**src/hdl/smps_pkg.sv**
```systemverilog
// Shared types and constants for the subinterval max-product sum core.
// Used by the controller, the datapath and the top level; no dependencies.
`default_nettype none

package smps_pkg;

   // fixed field widths of the stream words
   localparam int POS_W        = 13;
   localparam int FIELD_VAL_W  = 16;
   localparam int COUNT_W      = 13;
   localparam int SUM_W        = 63;
   localparam int REQ_TDATA_W  = 72;
   localparam int RSP_TDATA_W  = 64;

   // request kinds carried in req_tuser
   localparam logic CMD_LOAD  = 1'b0;
   localparam logic CMD_QUERY = 1'b1;

   // response status carried in rsp_tuser
   localparam logic STATUS_OK  = 1'b0;
   localparam logic STATUS_BAD = 1'b1;

   localparam logic [COUNT_W-1:0] COUNT_RESET = COUNT_W'(1);

   typedef enum logic [1:0] {
      ST_IDLE,
      ST_SWEEP,
      ST_DRAIN,
      ST_FINISH
   } ctrl_state_type;

   // controller to datapath
   typedef struct packed {
      logic load;      // write one value pair
      logic capture;   // latch query bounds, clear the sum
      logic issue;     // read the next (p,q) pair and advance
      logic publish;   // move the result into the response register
   } smps_cmd_type;

   // datapath to controller
   typedef struct packed {
      logic query_bad;   // captured query was rejected
      logic last_pair;   // current pair is the final one of the query
      logic pipe_empty;  // no pair left in the max/multiply/sum pipeline
      logic rsp_free;    // response register can take a new word
   } smps_stat_type;

endpackage

`default_nettype wire

```
**src/hdl/smps_ctrl.sv**
```systemverilog
// Controller state machine of the subinterval max-product sum core.
// Depends on smps_pkg; drives commands to smps_dp and reads its status.
`default_nettype none

module smps_ctrl
   import smps_pkg::*;
(
   input  wire logic          clock,
   input  wire logic          reset,
   input  wire logic          req_valid_i,
   input  wire logic          req_kind_i,
   output      logic          req_ready_o,
   input  wire smps_stat_type stat_i,
   output      smps_cmd_type  cmd_o
);

   ctrl_state_type state_ff, state_in;

   always_ff @(posedge clock) begin
      if (reset) begin
         state_ff <= ST_IDLE;
      end else begin
         state_ff <= state_in;
      end
   end

   // next state
   always_comb begin
      state_in = state_ff;
      case (state_ff)
         ST_IDLE: begin
            if (req_valid_i && (req_kind_i == CMD_QUERY)) state_in = ST_SWEEP;
         end
         ST_SWEEP: begin
            if (stat_i.query_bad) state_in = ST_FINISH;
            else if (stat_i.last_pair) state_in = ST_DRAIN;
         end
         ST_DRAIN: begin
            if (stat_i.pipe_empty) state_in = ST_FINISH;
         end
         ST_FINISH: begin
            if (stat_i.rsp_free) state_in = ST_IDLE;
         end
         default: state_in = ST_IDLE;
      endcase
   end

   // outputs
   always_comb begin
      req_ready_o   = 1'b0;
      cmd_o         = '0;
      case (state_ff)
         ST_IDLE: begin
            req_ready_o   = 1'b1;
            cmd_o.load    = req_valid_i && (req_kind_i == CMD_LOAD);
            cmd_o.capture = req_valid_i && (req_kind_i == CMD_QUERY);
         end
         ST_SWEEP: begin
            cmd_o.issue = !stat_i.query_bad;
         end
         ST_DRAIN: begin
            cmd_o = '0;
         end
         ST_FINISH: begin
            cmd_o.publish = stat_i.rsp_free;
         end
         default: cmd_o = '0;
      endcase
   end

`ifndef SYNTH
   a_publish_drained: assert property (@(posedge clock) disable iff (reset)
      cmd_o.publish |-> stat_i.pipe_empty)
      else $error("result published while pairs still in flight");

   a_last_to_drain: assert property (@(posedge clock) disable iff (reset)
      (cmd_o.issue && stat_i.last_pair) |=> (state_ff == ST_DRAIN))
      else $error("sweep did not end after the final pair");
`endif

endmodule

`default_nettype wire

```
**config.mk**
```make
export PLATFORM = sky130hd
export DESIGN_NAME = smps_ctrl
export DESIGN_NICKNAME = d
export VERILOG_FILES = /design/src/hdl/smps_pkg.sv /design/src/hdl/smps_ctrl.sv
export SDC_FILE = /design/constraint.sdc
export NUM_CORES = 1
export LEC_CHECK = 0
export BUFFER_PORTS_ARGS = -buffer_cell sky130_fd_sc_hd__clkbuf_2
export CAP_MARGIN = 15
export CORE_AREA = 4 4 41 43
export DETAILED_ROUTE_END_ITERATION = 8
export DIE_AREA = 0 0 45 47
export GPL_TIMING_DRIVEN = 0
export PLACE_DENSITY = 0.45
export SLEW_MARGIN = 20
export SYNTH_ARGS = -nofsm -noshare
export SYNTH_HDL_FRONTEND = slang
export SYNTH_SLANG_ARGS = --single-unit
```
**constraint.sdc**
```tcl
create_clock -name clock -period 5.2 [get_ports clock]
set_input_delay 0.52 -clock clock [delete_from_list [all_inputs] [get_ports clock]]
set_output_delay 0.52 -clock clock [all_outputs]
set_load 0.02 [all_outputs]
```
==> flow_summary.ini, run 1 <==
[outcome]
status = completed

[sta]
setup_tns_ps = 0
drv_slew = 0
period_needed_ps = 1840
setup_viol = 0
fin_skew_ps = 4.34
fmax_mhz = 543
worst_pin_slew_ps = 347
worst_slack_ps = 3360
hold_ws_ps = 529
relSlewSlack_pct = 76.9
finalHoldViolCount = 0
fin_crit_sh_pct = 35.4
rsz0062_at_grt = no

[die]
fp.dieH_microns = 47
start_util_pct = 20.3
die_w_microns = 45
core_sq_um = 1300
ios = 13
row_count = 13
dieArea_sq_um = 2120

[cells_and_area]
reg_top3 = state_ff (2)
layout.nets = 58
largest-register = state_ff
layout-drive-gt1-share_pct = 46.5
area_growth_pct = 38.4
largest_reg_flops = 2
postLayoutCoreUtil_pct = 28.1
diodes = 0

[clock_network]
numClockSinks = 2
postCtsSetupBuffers = 0
clock-root-buffer = clkbuf_4
cts_tree = done
postCtsHoldBufs = 0
path_clk_slew_ps = 30
cts_buffers = 3
ctsResizeCount = 0
cts.htree.levels = 1
clock_latency_ps = 220
clockBufferDepth = 2

[power]
power_frac_clock_pct = 18.1
internal_power_w = 0.000109
total_leakage_power_nw = 0.191
power_density_nw_per_um2 = 514
p_sw_share_pct = 42.1
power.switching_w = 0.0000791
p_seq_share_pct = 16.8
peakVddDrop_v = 0.000181
combPwrFrac_pct = 65.1

[yosys]
ys_ff_latch = 2
syn_area_per_cell_sq_um = 9.43
yosys_warnings = 0
synth_seq_area_share_pct = 15.2
syn_nets = 41
netlist_area_sq_um = 264
synth_cell_types = 17
synth_cells = 28

[critical_path]
crit_start = state_ff[0]$_SDFFE_PP0P_
setup.worst_path.end_class = output port
required_ps = 4680
ff2ff_path_depth = 5
path_class = flip-flop to output port
r2r-end = state_ff[0]$_SDFFE_PP0P_
critical_path_arrival_ps = 1320
crit_fanout = 5
startpoint_type = flip-flop
regToRegSetupSlack_ps = 3440
reg2reg_from = state_ff[0]$_SDFFE_PP0P_

[route]
via_per_inst = 3.91
routedWlPerCell_microns = 9.29
firstDrtPassIters = 3
dr_total_vias = 227
drc_errors = 0
totalWireLength_microns = 539
drtIter0Drc = 1
detail-route-antenna-nets = 0

[job]
drv_cap = 0

[hold_path]
min_path_cells = 2
whs_endpoint = state_ff[1]$_SDFFE_PP0P_
hold_start = state_ff[1]$_SDFFE_PP0P_
min_path_type = flip-flop to flip-flop

[placed_design]
pre_cts_slack_ps = 3430
place_hpwl_microns = 466
io_buffer_count = 12
gp_congestion = 0.667

[grt]
grt_overflow = 0
grt_use_total_pct = 6.70
antenna_found_initial = 0
grt_first_pass_wirelength_microns = 993
grt_max_degree = 6
grt_pass1_vias = 255
[metal layers]
metal / global-route usage [%] / part of all wire (%)
met1: 7.69 / 47
met2: 10.2 / 44
met3: 3.45 / 9.6
met4: 3.51 / 0
met5: 0 / 0
[stage by stage]
stage / total power, W / instances / cell area, sq um
final: 0.000188 / 58 / 365
after global routing: 0.000211 / 58 / 365
after CTS: 0.000193 / 58 / 365
after detailed placement: 0.000156 / 55 / 343
after global placement: 0.000157 / 55 / 343
after floorplan: 0.000128 / 28 / 264
[critical path: stages, from the launching register on]
cell and delay (ps):
dfxtp_1 380, inv_1 110, ha_1 240, and3_2 210
clkbuf_2 150
[power groups by stage]
stage	clock (W)	combinational, W	sequential, W
after global routing	0.0000380	0.000140	0.0000336
after global placement	0	0.000125	0.0000327
final	0.0000341	0.000122	0.0000315
after detailed placement	0	0.000124	0.0000323
after CTS	0.0000362	0.000125	0.0000322
after floorplan	0	0.0000984	0.0000298
[Yosys cell counts]
cell | number | area share, %
inv_1 | 4 | 5.7
mux2i_1 | 1 | 3.8
nand2_1 | 1 | 1.4
nor2b_4 | 1 | 5.2
nor2_1 | 2 | 2.8
and3_2 | 1 | 2.8
ha_1 | 5 | 24
dfxtp_1 | 2 | 15
mux2_4 | 1 | 5.7
nor2b_1 | 1 | 2.4
and2_1 | 1 | 2.4
nand2b_1 | 3 | 7.1
nand3_1 | 1 | 1.9
a31oi_1 | 1 | 2.4
a21boi_2 | 1 | 4.3
a2111oi_4 | 1 | 10
and2b_1 | 1 | 2.8
[cell families (layout without fill, tap and decap cells)]
family	count (synthesis)	after routing	synth area share, %
AND/OR/NAND/NOR	12	12	28.9
adder cells (fa/ha/maj)	5	5	23.7
buffers and inverters	4	19	5.69
AO/OA/AOI/OAI	3	3	17.1
multiplexers	2	2	9.48
flip-flops	2	2	15.2
[cells in the final DEF (no fill, tap or decap)]
master / Yosys / final
clkbuf_4: 0 / 3
and3_2: 1 / 1
nor2b_4: 1 / 1
and2b_1: 1 / 1
nand2b_1: 3 / 3
a2111oi_4: 1 / 1
a31oi_1: 1 / 1
inv_1: 4 / 4
a21boi_2: 1 / 1
ha_1: 5 / 5
nor2b_1: 1 / 1
clkbuf_2: 0 / 12
mux2i_1: 1 / 1
mux2_4: 1 / 1
and2_1: 1 / 1
dfxtp_1: 2 / 2
nand3_1: 1 / 1
nor2_1: 2 / 2
nand2_1: 1 / 1
[area by class of cell]
class / instances / area (sq um)
repair buffers: 12 / 60.1
fillers: 152 / 936
clock buffers: 3 / 22.5
well taps: 15 / 18.8
flip-flops and latches: 2 / 40.0
inverters: 4 / 15.0
multi-input cells: 22 / 209
[worst max path at each step]
stage,end
final,cmd_o[2]
after global routing,cmd_o[2]
after CTS,cmd_o[2]
after detailed placement,state_ff[0]$_SDFFE_PP0P_
after global placement,state_ff[0]$_SDFFE_PP0P_
after floorplan,state_ff[0]$_SDFFE_PP0P_
No activity file was read; power rests on OpenSTA's default activity.
==> run 2, diff against run 1 <==
PLACE_DENSITY = 0.46   (was 0.45)
clock period = 1.6 ns   (was 5.2 ns; I/O delays follow)
==> run 2 against run 1 <==
Flip-flop and latch count stayed put. Routed wire length grew 0.74%. Total power grew to 3.8 times the previous value. Critical path depth stayed put. Sequential share of layout area up 0.088 points.
==> flow_summary.ini, run 2 (synthesis gave the netlist of run 1 again) <==
[power]
peakVddDrop_v = 0.000589
p_sw_share_pct = 42.1
total_leakage_power_nw = 0.197
power_density_nw_per_um2 = 1670
power_frac_clock_pct = 15.2
p_seq_share_pct = 20.1
combPwrFrac_pct = 64.7
power.switching_w = 0.000302
internal_power_w = 0.000417

[critical_path]
crit_fanout = 5
r2r-end = state_ff[0]$_SDFFE_PP0P_
slowest_delay_ps = 370
critical_path_arrival_ps = 1630
cp_cell_sequence = ha_4, and2b_1, a2111oi_4, mux2_4
crit_buf_inv = 0
startpoint_type = flip-flop
path_delay_family = flip-flops
cp.depth = 4
regToRegSetupSlack_ps = 70
crit_slowest_cell = dfxtp_4
reg2reg_from = state_ff[0]$_SDFFE_PP0P_
required_ps = 1700
setup.worst_path.end_class = flip-flop
ff2ff_path_depth = 4
path_class = flip-flop to flip-flop

[sta]
drv_slew = 0
setup_tns_ps = 0
fin_crit_sh_pct = 95.7
finalHoldViolCount = 0
worst_pin_slew_ps = 312
fin_skew_ps = 4.24
relSlewSlack_pct = 79.2
fmax_mhz = 653
setup_viol = 0
hold_ws_ps = 246
period_needed_ps = 1530

[cells_and_area]
diodes = 0
layout.nets = 59
mostFrequentLayoutCells = 12 x clkbuf_2, 3 x nand2b_1, 3 x ha_4, 3 x clkbuf_4
reg_top3 = state_ff (2)
largest_reg_flops = 2
final_common_cell = clkbuf_2
postLayoutCoreUtil_pct = 33.1
area_growth_pct = 63.0
layout-drive-gt1-share_pct = 68.2
largest-register = state_ff

[grt]
grt_pass1_vias = 242
grt_use_total_pct = 6.07
grt_overflow = 0
grt_max_degree = 6
antenna_found_initial = 0
grt_first_pass_wirelength_microns = 903

[route]
drc_errors = 0
routedWlPerCell_microns = 9.20
detail-route-antenna-nets = 0
totalWireLength_microns = 543
drtIter0Drc = 0
via_per_inst = 4.12
dr_total_vias = 243
firstDrtPassIters = 1

[placed_design]
gp_congestion = 0.715
place_hpwl_microns = 414
io_buffer_count = 12

[die]
dieArea_sq_um = 2120
start_util_pct = 20.3
fp.dieH_microns = 47
core_sq_um = 1300
ios = 13
row_count = 13
die_w_microns = 45

[hold_path]
hold_start = reset
whs_endpoint = state_ff[1]$_SDFFE_PP0P_
min_path_cells = 3
min_path_type = primary input to flip-flop

[clock_network]
clockBufferDepth = 2
clock-root-buffer = clkbuf_4
path_clk_slew_ps = 30
cts.htree.levels = 1
postCtsHoldBufs = 0
numClockSinks = 2
cts_buffers = 3
clock_latency_ps = 220
cts_tree = done

[job]
drv_cap = 0

[outcome]
status = completed
## run 2: area by class of cell
| cell class | count | area (sq um) |
|---|---|---|
| Timing Repair Buffer | 13 | 67.6 |
| Fill cell | 144 | 871 |
| Inverter | 4 | 17.5 |
| Tap cell | 15 | 18.8 |
| Clock buffer | 3 | 22.5 |
| Sequential cell | 2 | 47.5 |
| Multi-Input combinational cell | 22 | 256 |
## run 2: how the worst max path moves through the flow
stage	end	slack [ps]	start
2_1_floorplan	state_ff[0]$_SDFFE_PP0P_	2	state_ff[0]$_SDFFE_PP0P_
3_3_place_gp	state_ff[0]$_SDFFE_PP0P_	-80	state_ff[0]$_SDFFE_PP0P_
3_5_place_dp	state_ff[0]$_SDFFE_PP0P_	-70	state_ff[0]$_SDFFE_PP0P_
4_1_cts	state_ff[0]$_SDFFE_PP0P_	20	state_ff[1]$_SDFFE_PP0P_
5_1_grt	state_ff[1]$_SDFFE_PP0P_	-6	state_ff[0]$_SDFFE_PP0P_
6_report	state_ff[0]$_SDFFE_PP0P_	70	state_ff[0]$_SDFFE_PP0P_
## run 2: power by group through the flow
stage / logic, W / clock network (W) / registers [W]
global route: 0.000524 / 0.000121 / 0.000153
global placement: 0.000428 / 0 / 0.000109
detailed placement: 0.000425 / 0 / 0.000108
floorplan: 0.000353 / 0 / 0.000101
finish: 0.000465 / 0.000109 / 0.000145
CTS: 0.000452 / 0.000116 / 0.000117
## run 2: per-layer routing
layer  global-route usage, %  wire (microns)
met3                    3.45              46
met2                    9.89             250
met4                    1.75               0
met1                    6.77             245
met5                       0               0
## run 2: through the flow
stage | total power (W) | area [sq um] | cells | setup WS [ps]
finish | 0.000719 | 430 | 59 | 68.6
global route | 0.000798 | 430 | 59 | -5.70
CTS | 0.000684 | 393 | 59 | 22.9
detailed placement | 0.000533 | 357 | 55 | -69.8
global placement | 0.000536 | 357 | 55 | -83.3
floorplan | 0.000454 | 278 | 28 | 1.54
## run 2: timing repair
item | CTS | global route
resized for setup | 4 | 8
setup buffers | 1 | 0
setup endpoints to repair | 1 | 2
pin swaps | 1 | 1
## run 2: worst min-delay path: stages
cell      delay, ps
clkbuf_2        100
nand2b_1        100
mux2i_1          60
==> run 3, diff against run 2 <==
CORE_AREA = 2 2 39 41   (was 4 4 41 43)
DIE_AREA = 0 0 41 43   (was 0 0 45 47)
TNS_END_PERCENT = 50   (was unset)
==> run 3 against run 2 <==
Via count is 5.8% lower. Routed wire length is 12% lower. Worst setup slack worse by 11 ps. Critical path type unchanged. Largest cell class unchanged.
==> flow_summary.ini, run 3 (synthesis gave the netlist of run 1 again) <==
[sta]
worst_pin_slew_ps = 305
rsz0062_at_grt = no
setup_viol = 0
fin_crit_sh_pct = 96.4
worst_slack_ps = 57.6
period_needed_ps = 1540
fin_skew_ps = 3.92
relSlewSlack_pct = 79.6
fmax_mhz = 648
setup_tns_ps = 0
drv_slew = 0
finalHoldViolCount = 0

[placed_design]
io_buffer_count = 12
placed_cell_area_sq_um = 358
dp_cells = 56
pre_cts_slack_ps = -85.4
gp_congestion = 0.627
place_hpwl_microns = 398

[die]
core_sq_um = 1380
dieArea_sq_um = 1760
ios = 13
row_count = 14
die_w_microns = 41
start_util_pct = 19.1
fp.dieH_microns = 43

[grt]
use_met2_pct = 8.13
grt.met3_usage_pct = 3.14
grt_pass1_vias = 196
grt_overflow = 0
use_met1_pct = 9.24
antenna_found_initial = 0
grt_max_degree = 6
grt_first_pass_wirelength_microns = 779
top_usage_layer = met1
grt_use_total_pct = 6.71

[clock_network]
cts_buffers = 3
postCtsHoldBufs = 0
clock-root-buffer = clkbuf_4
clockBufferDepth = 2
cts_tree = done
numClockSinks = 2
clock_latency_ps = 220
path_clk_slew_ps = 30
cts.htree.levels = 1

[cells_and_area]
layout.nets = 59
mostFrequentLayoutCells = 12 x clkbuf_2, 4 x ha_1, 3 x nand2b_1, 3 x clkbuf_4
reg_top3 = state_ff (2)
layout-drive-gt1-share_pct = 61.4
diodes = 0
largest-register = state_ff
largest_reg_flops = 2
final_area_sq_um = 402
area_growth_pct = 52.1
final_common_cell = clkbuf_2
fillers = 154
fin_cells = 60

[critical_path]
startpoint_type = flip-flop
critical_path_arrival_ps = 1650
crit_fanout = 5
setup.worst_path.end_class = flip-flop
path_class = flip-flop to flip-flop
required_ps = 1710

[route]
routedWlPerCell_microns = 8.00
drc_errors = 0
via_per_inst = 3.82
detail-route-antenna-nets = 0
drtIter0Drc = 2
totalWireLength_microns = 480
firstDrtPassIters = 4
dr_total_vias = 229

[hold_path]
min_path_type = primary input to flip-flop

[power]
power_density_nw_per_um2 = 1720
peakVddDrop_v = 0.000757
total_leakage_power_nw = 0.199
finalPower_w = 0.000691

[job]
drv_cap = 0

[outcome]
status = completed
run 3: cell types whose count changed in the layout (fill, tap and decap cells not counted):
| cell | change |
|---|---|
| dfxtp_4 | -1 |
| ha_2 | -1 |
| dfxtp_2 | +1 |
| ha_4 | -2 |
| ha_1 | +3 |
run 3: worst max-delay path: stages (launching register included):
cell	delay, ps
dfxtp_4	370
inv_4	50
ha_1	190
nor2b_4	130
a2111oi_4	360
mux2_4	330
run 3: cell type report:
type / instances / area [sq um] / area share (%)
timing repair buffer: 13 / 67.6 / 16.8
inverter: 4 / 17.5 / 4.36
clock buffer: 3 / 22.5 / 5.61
sequential: 2 / 45.0 / 11.2
tap: 16 / 20.0 / 4.98
multi-input combinational: 22 / 229 / 57.0
run 3: through the flow:
| stage | hold slack, ps | utilization, % |
|---|---|---|
| 2_1_floorplan | 333 | - |
| 3_3_place_gp | 485 | 25.9 |
| 3_5_place_dp | 478 | 25.9 |
| 4_1_cts | 245 | 27.6 |
| 5_1_grt | 277 | 29.0 |
| 6_report | 250 | 29.0 |
run 3: path summary, 6_finish.rpt:
path,start,endpoint,slack (ps),depth (start not counted)
worst min-delay path,reset,state_ff[1]$_SDFFE_PP0P_,250,3
worst max register to register,state_ff[0]$_SDFFE_PP0P_,state_ff[0]$_SDFFE_PP0P_,60,5
worst min register to register,state_ff[1]$_SDFFE_PP0P_,state_ff[1]$_SDFFE_PP0P_,510,2
worst max-delay path,state_ff[0]$_SDFFE_PP0P_,state_ff[0]$_SDFFE_PP0P_,60,5
run 3: power by group:
group | switching, W | internal (W)
clock | 0.0000277 | 0.0000827
combinational | 0.000214 | 0.000242
sequential | 0.0000392 | 0.0000851
run 3: layer usage:
metal | wire, microns | part of all wire [%] | up-vias
li1 | - | - | 125
met5 | 0 | 0 | -
met1 | 221 | 46 | 96
met3 | 37 | 7.7 | 0
met2 | 221 | 46 | 8
met4 | 0 | 0 | 0
run 3: what timing repair did:
action	4_1_cts	5_1_grt
resized for setup	2	4
endpoints found under the hold margin	0	0
endpoints found under the setup margin	1	1
pin swaps	1	1
buffers inserted	0	1
